==> src/hdl/m4vt_pkg.sv <==
// ----------------------------------------------------------------------------
// m4vt_pkg
// Shared types and constants of the 4x4 vertex transform block.
// ----------------------------------------------------------------------------
package m4vt_pkg;

	localparam int FRAC_BITS  = 16;
	localparam int MATRIX_DIM = 4;
	localparam int MAT_SIZE   = MATRIX_DIM * MATRIX_DIM;
	localparam int IDX_W      = $clog2(MAT_SIZE);
	localparam int DIM_W      = $clog2(MATRIX_DIM);
	localparam int DATA_W     = 32;
	// Dividend is value * 2^FRAC_BITS, magnitude below 2^(DATA_W+FRAC_BITS).
	localparam int DIVD_W     = DATA_W + FRAC_BITS;
	localparam int QCNT_W     = $clog2(DIVD_W + 1);

	typedef enum logic [1:0] {
		CMD_LOAD_CUR = 2'd0,
		CMD_LOAD_OPD = 2'd1,
		CMD_CONCAT   = 2'd2,
		CMD_XFORM    = 2'd3
	} cmd_t;

	typedef enum logic [3:0] {
		ST_IDLE,
		ST_LOAD,
		ST_MAC_RD,
		ST_MAC_MUL,
		ST_MAC_ACC,
		ST_CAT_WB,
		ST_CAT_COPY,
		ST_XF_STORE,
		ST_DIV_X,
		ST_DIV_Y,
		ST_DONE
	} state_t;

	// Operand selection for one multiply-accumulate step.
	typedef enum logic [1:0] {
		MSRC_CAT,   // current[i][k] * operand[k][j]
		MSRC_XF     // current[k][j] * p[k]
	} msrc_t;

	typedef struct packed {
		logic              load_cur;
		logic              load_opd;
		logic              capture;   // latch input word
		logic              clr_acc;   // acc <= initial value
		logic              xf_init;   // acc starts from current[3][j]
		logic              rd;        // read operands for (i,j,k)
		logic              mul;       // register product
		logic              acc;       // add product into acc
		msrc_t             msrc;
		logic [DIM_W-1:0]  i;
		logic [DIM_W-1:0]  j;
		logic [DIM_W-1:0]  k;
		logic              cat_wb;    // write acc into result buffer
		logic              copy_wb;   // copy buffer entry into current
		logic [IDX_W-1:0]  copy_idx;
		logic              xf_store;  // store acc into r[j]
		logic              div_start;
		logic              div_sel_y;
		logic              div_step;
		logic              div_fin;   // write quotient to x or y quotient register
		logic              res_load;  // load result register
	} ctl_t;

	typedef struct packed {
		logic       w_zero;
		logic       div_last;
		cmd_t       cmd;
	} sts_t;

endpackage

==> src/hdl/m4vt_ctrl.sv <==
// ----------------------------------------------------------------------------
// m4vt_ctrl
// Sequencer: walks the multiply-accumulate loops and the divider steps.
// ----------------------------------------------------------------------------
module m4vt_ctrl import m4vt_pkg::*; (
	input  logic clk,
	input  logic arst_n,
	input  logic in_valid,
	output logic in_stall,
	output logic out_valid,
	input  logic out_stall,
	input  sts_t sts,
	output ctl_t ctl
);

	state_t           state_q, state_d;
	logic [DIM_W-1:0] i_q, j_q, k_q, i_d, j_d, k_d;
	logic [IDX_W-1:0] c_q, c_d;
	logic             ysel_q, ysel_d;
	logic             ov_q, ov_d;
	logic             last_k;

	assign last_k = (k_q == DIM_W'(sts.cmd == CMD_XFORM ? 2 : MATRIX_DIM - 1));

	always_ff @(posedge clk or negedge arst_n) begin
		if (!arst_n) begin
			state_q <= ST_IDLE;
			i_q <= '0; j_q <= '0; k_q <= '0; c_q <= '0;
			ysel_q <= 1'b0;
			ov_q <= 1'b0;
		end else begin
			state_q <= state_d;
			i_q <= i_d; j_q <= j_d; k_q <= k_d; c_q <= c_d;
			ysel_q <= ysel_d;
			ov_q <= ov_d;
		end
	end

	assign out_valid = ov_q;
	// A new word is taken while the previous result still waits.
	assign in_stall  = (state_q != ST_IDLE);

	always_comb begin
		state_d = state_q;
		i_d = i_q; j_d = j_q; k_d = k_q; c_d = c_q;
		ysel_d = ysel_q;
		ov_d = ov_q && out_stall;
		ctl = '0;
		ctl.msrc = (sts.cmd == CMD_XFORM) ? MSRC_XF : MSRC_CAT;
		ctl.i = i_q; ctl.j = j_q; ctl.k = k_q;
		ctl.copy_idx = c_q;
		ctl.div_sel_y = ysel_q;
		case (state_q)
			ST_IDLE: begin
				if (in_valid) begin
					ctl.capture = 1'b1;
					state_d = ST_LOAD;
				end
			end
			ST_LOAD: begin
				i_d = '0; j_d = '0; k_d = '0; c_d = '0;
				ysel_d = 1'b0;
				ctl.clr_acc = 1'b1;
				ctl.xf_init = 1'b1;
				case (sts.cmd)
					CMD_LOAD_CUR: begin ctl.load_cur = 1'b1; state_d = ST_DONE; end
					CMD_LOAD_OPD: begin ctl.load_opd = 1'b1; state_d = ST_DONE; end
					CMD_CONCAT: begin ctl.xf_init = 1'b0; state_d = ST_MAC_RD; end
					CMD_XFORM: state_d = ST_MAC_RD;
					default: state_d = ST_DONE;
				endcase
			end
			ST_MAC_RD: begin
				ctl.rd = 1'b1;
				// Each transform column starts from its translation row entry.
				if (sts.cmd == CMD_XFORM && k_q == '0) begin
					ctl.clr_acc = 1'b1;
					ctl.xf_init = 1'b1;
				end
				state_d = ST_MAC_MUL;
			end
			ST_MAC_MUL: begin ctl.mul = 1'b1; state_d = ST_MAC_ACC; end
			ST_MAC_ACC: begin
				ctl.acc = 1'b1;
				if (!last_k) begin
					k_d = k_q + 1'b1;
					state_d = ST_MAC_RD;
				end else if (sts.cmd == CMD_XFORM) begin
					state_d = ST_XF_STORE;
				end else begin
					state_d = ST_CAT_WB;
				end
			end
			ST_CAT_WB: begin
				ctl.cat_wb = 1'b1;
				ctl.clr_acc = 1'b1;
				k_d = '0;
				j_d = j_q + 1'b1;
				state_d = ST_MAC_RD;
				if (j_q == DIM_W'(MATRIX_DIM - 1)) begin
					i_d = i_q + 1'b1;
					if (i_q == DIM_W'(MATRIX_DIM - 1)) state_d = ST_CAT_COPY;
				end
			end
			ST_CAT_COPY: begin
				ctl.copy_wb = 1'b1;
				c_d = c_q + 1'b1;
				if (c_q == IDX_W'(MAT_SIZE - 1)) state_d = ST_DONE;
			end
			ST_XF_STORE: begin
				ctl.xf_store = 1'b1;
				k_d = '0;
				j_d = j_q + 1'b1;
				state_d = (j_q == DIM_W'(MATRIX_DIM - 1)) ? ST_DIV_X : ST_MAC_RD;
			end
			ST_DIV_X: begin
				if (sts.w_zero) begin
					state_d = ST_DONE;
				end else begin
					ctl.div_start = 1'b1;
					state_d = ST_DIV_Y;
				end
			end
			ST_DIV_Y: begin
				ctl.div_step = 1'b1;
				// The quotient is final after this step; it is taken in ST_DONE.
				if (sts.div_last) state_d = ST_DONE;
			end
			ST_DONE: begin
				if (sts.cmd == CMD_XFORM && !sts.w_zero && !ysel_q && c_q == '0) begin
					ctl.div_fin = 1'b1;
					ysel_d = 1'b1;
					c_d = IDX_W'(1);
					state_d = ST_DIV_X;
				end else if (sts.cmd == CMD_XFORM && !sts.w_zero && ysel_q
						&& c_q == IDX_W'(1)) begin
					ctl.div_fin = 1'b1;
					c_d = IDX_W'(2);
				end else if (!ov_q || !out_stall) begin
					ctl.res_load = 1'b1;
					ov_d = 1'b1;
					c_d = '0;
					state_d = ST_IDLE;
				end
			end
			default: state_d = ST_IDLE;
		endcase
	end

endmodule

==> config.mk <==
export PLATFORM = sky130hd
export DESIGN_NAME = m4vt_ctrl
export DESIGN_NICKNAME = d
export VERILOG_FILES = /design/src/hdl/m4vt_pkg.sv /design/src/hdl/m4vt_ctrl.sv
export SDC_FILE = /design/constraint.sdc
export NUM_CORES = 1
export LEC_CHECK = 0
export BUFFER_PORTS_ARGS = -buffer_cell sky130_fd_sc_hd__buf_4
export CAP_MARGIN = 10
export CELL_PAD_IN_SITES_DETAIL_PLACEMENT = 1
export CELL_PAD_IN_SITES_GLOBAL_PLACEMENT = 1
export CORE_MARGIN = 2
export CORE_UTILIZATION = 33
export DETAILED_ROUTE_END_ITERATION = 10
export PLACE_DENSITY_LB_ADDON = 0.25
export SLEW_MARGIN = 40
export SYNTH_ARGS = -nofsm -noshare
export SYNTH_HDL_FRONTEND = slang
export SYNTH_SLANG_ARGS = --single-unit
export TNS_END_PERCENT = 100
==> constraint.sdc <==
create_clock -name clk -period 1.77 [get_ports clk]
set_input_delay 0.354 -clock clk [delete_from_list [all_inputs] [get_ports clk]]
set_output_delay 0.354 -clock clk [all_outputs]
set_load 0.01 [all_outputs]
======== Yosys cells after proc, flatten, opt, wreduce, memory -nomap -nowiden ========
Index checks and enable logic that the tools add are counted.
cells by class
  bitwise logic cells ..................... 0
  magnitude comparators ................... 0
  divide/modulo/power cells ............... 0
  shift-type cells ........................ 0
  $add $sub $neg .......................... 4
  equal/unequal tests ..................... 27
  muxes and demuxes ....................... 54
  multiply operators ...................... 0
  reductions and logical operators ........ 32
operator list
  operator                                             count
  case mux 4 bit (11 select lines)                     1
  2-to-1 mux 4 bit                                     10
  2-to-1 mux 1 bit                                     26
  equality test 4 x 3 -> 1 bit, second input constant  4
  equality test 4 bit, second input constant           4
  2-to-1 mux 2 bit                                     7
  != test 2 bit, second input constant                 6
  case mux 2 bit (2 select lines)                      3
  case mux 4 bit (3 select lines)                      1
  equality test 2 bit, second input constant           4
  equality test 4 x 1 -> 1 bit, second input constant  2
  equality test 4 x 2 -> 1 bit, second input constant  2
  logical NOT 4 bit                                    2
  case mux 4 bit (2 select lines)                      1
  AND reduction 2 bit                                  4
  nonzero test 2 bit                                   4
  OR reduction 2 bit                                   4
  logical AND 1 bit                                    7
  adder 2 x 1 -> 2 bit, second input constant          3
  2-to-1 mux 3 bit                                     2
  != test 3 bit, second input constant                 2
  case mux 1 bit (2 select lines)                      3
  AND reduction 5 bit                                  1
  adder 4 x 1 -> 4 bit, second input constant          1
  other kinds (9)                                      13
word-level totals
  memories kept ........................... 0
  bits in registers ....................... 16
  latch bits .............................. 0
  output and inout bits ................... 30
  bits in read-only memories .............. 0
  input bits .............................. 8
  word-level logic and storage cells ...... 124
  bits in writable memories ............... 0

======== Depth between registers and ports, before layout ========
  depth after elaboration ................. 7
  mapped depth ............................ 7
  depth with buffers taken out ............ 7

======== Worst setup path before layout ========
No wires, ideal clock.
  path kind ............................... flip-flop to output port
  from .................................... register c_q[0]
  to ...................................... output ctl[0] in the netlist's numbering
  slack ................................... -0.154 ns
  data arrival time ....................... 1.570 ns
  path buffers ............................ 0
  data required time ...................... 1.416 ns
  stages on the path, launching flop included .. 6
  cell sequence ........................... dfrtp_1 > inv_1 > ha_1 > mux2_2 > a311o_1 > a21oi_1
RTL lines
  item                      line             text
  start: declaration        m4vt_ctrl.sv:18  logic [IDX_W-1:0] c_q, c_d;
  start signal: assignment  m4vt_ctrl.sv:28  i_q <= '0; j_q <= '0; k_q <= '0; c_q <= '0;
  start signal: assignment  m4vt_ctrl.sv:33  i_q <= i_d; j_q <= j_d; k_q <= k_d; c_q <= c_d;
  end: declaration          m4vt_ctrl.sv:13  output ctl_t ctl

==> run summary <==
The area after detailed placement is 1680 um2. Across every metal layer, demand over resource in global routing totals 21.9%. Across the run, the number of max-cap violations was 0. The clock tree buffer depth came out at 2. STA classifies the critical path startpoint as a register. The global-route wire length before repair came out at 6.98 mm. The final clock period utilization by the worst path is 122%.

Once the floorplan was initialized, standard cells occupied 35.3% of the core. The worst hold slack is 0.356 ns. The signal arrival time at the worst endpoint came out at 1.81 ns. The required arrival time at the worst endpoint is 1.42 ns. The post-synthesis net count came out at 155.

Counting the buffers created by CTS gives 3. The cell area after layout came out at 2130 um2. Summing the sequential cell areas from Yosys gives 33.2% of the chip area. In this run the clock root is driven by a sky130_fd_sc_hd__clkbuf_4. The wire length on met2 came out at 2.48 mm.

VDD sags by at most 0.689 mV. After floorplanning, the core was divided into 21 placement rows. The maximum fanout encountered on the critical timing path came out at 3.

Summed over all instances, the cell type with the most area after synthesis is sky130_fd_sc_hd__dfrtp_1. The number of placed I/O pins is 38. The number of port buffers came out at 36. CTS built an H-tree with a depth of 1. Routability-driven placement finished with a final weighted congestion of 0.824. The synthesis-to-finish area growth came out at 76.3%. In this run the top signal layer used is met4.

The total number of yosys warnings is 0. The die covers 4160 um2. The library cell used most frequently in the layout, excluding fill and tap cells, is sky130_fd_sc_hd__buf_4. The count of different cell masters after synthesis is 49.

The aggregate global routing overflow is 0. The vias after detailed routing is 1399. The width of the die came out at 64.5 um. The average via count per standard cell came out at 5.32.

In the synthesized netlist the dominant register cell turns out to be sky130_fd_sc_hd__dfrtp_1. The largest single stage delay on the critical path is 0.43 ns. The area share of the largest cell type after synthesis came out at 33.2%. The length of routed wiring on met1 came out at 2.05 mm. The sum of routed wire length over all layers came out at 4.87 mm.

The total power density per cell area came out at 1520 nW/um2. The nature of the critical path endpoint is a primary output. The area of the core is 3420 um2. In the final routed layout, each cell accounts on average for 18.5 um. The post-route DRC violation count is 0. The synthesized area is 1210 um2. The number of enable flip-flop cells after synthesis is 0.

The initial antenna violation count came out at 0. The net count of the finished layout is 232. The clock sink count came out at 16. The maximum number of pins on one net before global-route repair is 17. The clock latency reported for the late side of the worst-skew pair is 0.32 ns. The setup path with the least slack is of type register to primary output. On the critical path, the stage with the largest delay is an instance of sky130_fd_sc_hd__dfrtp_2. In this run, the number of DRC markers left after iteration 0 of detailed routing was 44.

The first-pass iteration count of the detailed router is 4. The vertical die dimension is 64.5 um. For this run, the top clock speed supported by timing is 0.462 GHz. Summed over all cells, the static leakage comes to 0.993 nW.

Sorting the synthesized cells by area gives the leading types as sky130_fd_sc_hd__dfrtp_1 (33%), sky130_fd_sc_hd__ha_1 (6.2%), sky130_fd_sc_hd__nand2_1 (4.7%). The CTS tree is yes. The share of synthesized registers carrying an async set or reset is 100%. The detailed-placement wirelength estimate came out at 3.01 mm.

The checks that failed: negative setup slack. The number of failing hold endpoints at the final stage is 0. The cell count after synthesis came out at 141. The worst path setup slack after routing came out at -0.395 ns.

The wire length on met3 is 238 um. The count of final setup violators is 21. The number of flip-flops and latches in the synthesized netlist is 16. The via count of the first global-routing pass came out at 1425.

The number of antenna diodes came out at 0. The synthesized area per cell is 8.56 um2. The detail route stage leaves a number of antenna-violating nets equal to 0. The flow ran to the end, but the final reports show violations. On the final layout, the worst clock skew is 0.0114 ns. The clock period minus worst slack is 2.16 ns. The library cells used most frequently in the layout, excluding fill and tap cells, are sky130_fd_sc_hd__buf_4 (62), sky130_fd_sc_hd__buf_6 (17), sky130_fd_sc_hd__nand2_1 (13), sky130_fd_sc_hd__dfrtp_1 (13), sky130_fd_sc_hd__inv_1 (9). The total count of max-transition violations in the final report is 0.

The share of final-layout standard cells stronger than drive strength 1 is 59.4%. The critical path goes through inv_2 > ha_4 > mux2_2 > a311o_1 > a21oi_2 > buf_4. Clock-pin slew was measured on the worst setup and hold paths at 0.11 ns. The type of the worst min-delay path is input pin to register.

Setup repair after global routing could not meet its margin everywhere.
-- synth_stat cells, types with 2 or more instances --
cell type	count
sky130_fd_sc_hd__nand2b_1	4
sky130_fd_sc_hd__nor4_1	2
sky130_fd_sc_hd__a21oi_1	7
sky130_fd_sc_hd__clkbuf_8	2
sky130_fd_sc_hd__o21ai_0	10
sky130_fd_sc_hd__ha_1	6
sky130_fd_sc_hd__xnor2_1	2
sky130_fd_sc_hd__nor2_1	10
sky130_fd_sc_hd__dfrtp_1	16
sky130_fd_sc_hd__a21boi_0	2
sky130_fd_sc_hd__nand3_1	5
sky130_fd_sc_hd__mux2_2	2
sky130_fd_sc_hd__inv_1	11
sky130_fd_sc_hd__nor3_1	9
sky130_fd_sc_hd__buf_6	3
sky130_fd_sc_hd__nand2_1	15
sky130_fd_sc_hd__buf_4	2
sky130_fd_sc_hd__a22o_1	2
-- critical path: cells and delay by family, from the launching register on --
| family | cells | cell delay (ns) |
|---|---|---|
| mux | 1 | 0.26 |
| fa+ha+maj | 1 | 0.16 |
| compound gates | 2 | 0.45 |
| buf+inv | 2 | 0.20 |
| flops | 1 | 0.43 |
-- layout make-up --
class,count,area (um2)
tap,46,57.6
clock buffer,4,26.3
multi-input combinational,103,893
fill,388,1290
sequential,16,404
timing repair buffer,82,702
inverter,12,45.0
-- through the flow --
step	utilization (%)	power (mW)	cells	setup WS [ns]	setup TNS, ns
3_5_place_dp	49.2	2.23	242	-0.0613	-0.221
5_1_grt	62.3	3.41	263	-0.424	-3.64
6_report	62.3	3.23	263	-0.395	-2.59
4_1_cts	56.8	2.80	255	-0.381	-1.99
2_1_floorplan	-	1.53	141	0.00670	0
3_3_place_gp	49.2	2.16	242	0.00664	0
-- final timing paths --
path                            startpoint          to  cells after the start  slack, ns
worst max-delay path                c_q[0]      ctl[0]                      6      -0.39
worst min-delay path                sts[2]  state_q[0]                      3       0.36
worst max register to register      c_q[0]  state_q[3]                      7      -0.14
worst min register to register      j_q[0]      j_q[0]                      1       0.54
max in group asynchronous           arst_n  state_q[2]                      2       1.12
min in group asynchronous           arst_n      c_q[3]                      2       0.42
-- report_power, final --
group | internal, mW | leakage (nW) | switching, mW | total [mW]
sequential | 0.486 | 0.208 | 0.162 | 0.648
clock | 0.0884 | 0.0150 | 0.140 | 0.229
combinational | 1.21 | 0.771 | 1.14 | 2.35
total | 1.79 | 0.993 | 1.44 | 3.23
-- routing by layer --
layer | vias to the layer above | track usage, %
met4 | 0 | 6.38
met5 | - | 0
met1 | 704 | 27.5
li1 | 639 | -
met3 | 9 | 2.60
met2 | 47 | 39.3
-- kinds of logic after synthesis --
group,synth area share [%]
xor gates and xnor gates,1.45
buffers and inverters,11.5
and+or+nand+nor,25.5
AOI/OAI and AO/OA,17.9
adders and majority gates,6.22
DFF,33.2
other,0.311
muxes,3.94
-- flip-flops by register name, indices dropped and copies added, names as in the netlist --
name	count
i_q	2
ysel_q	1
out_valid	1
j_q	2
state_q	4
c_q	4
k_q	2
-- repair_timing --
item	4_1_cts	5_1_grt
resized for setup	40	34
endpoints found under the hold margin	16	0
hold buffers	1	0
gates cloned	0	0
setup endpoints to repair	18	25
pin swaps	13	15
buffers inserted	9	11
No activity file was read; power rests on OpenSTA's default activity.
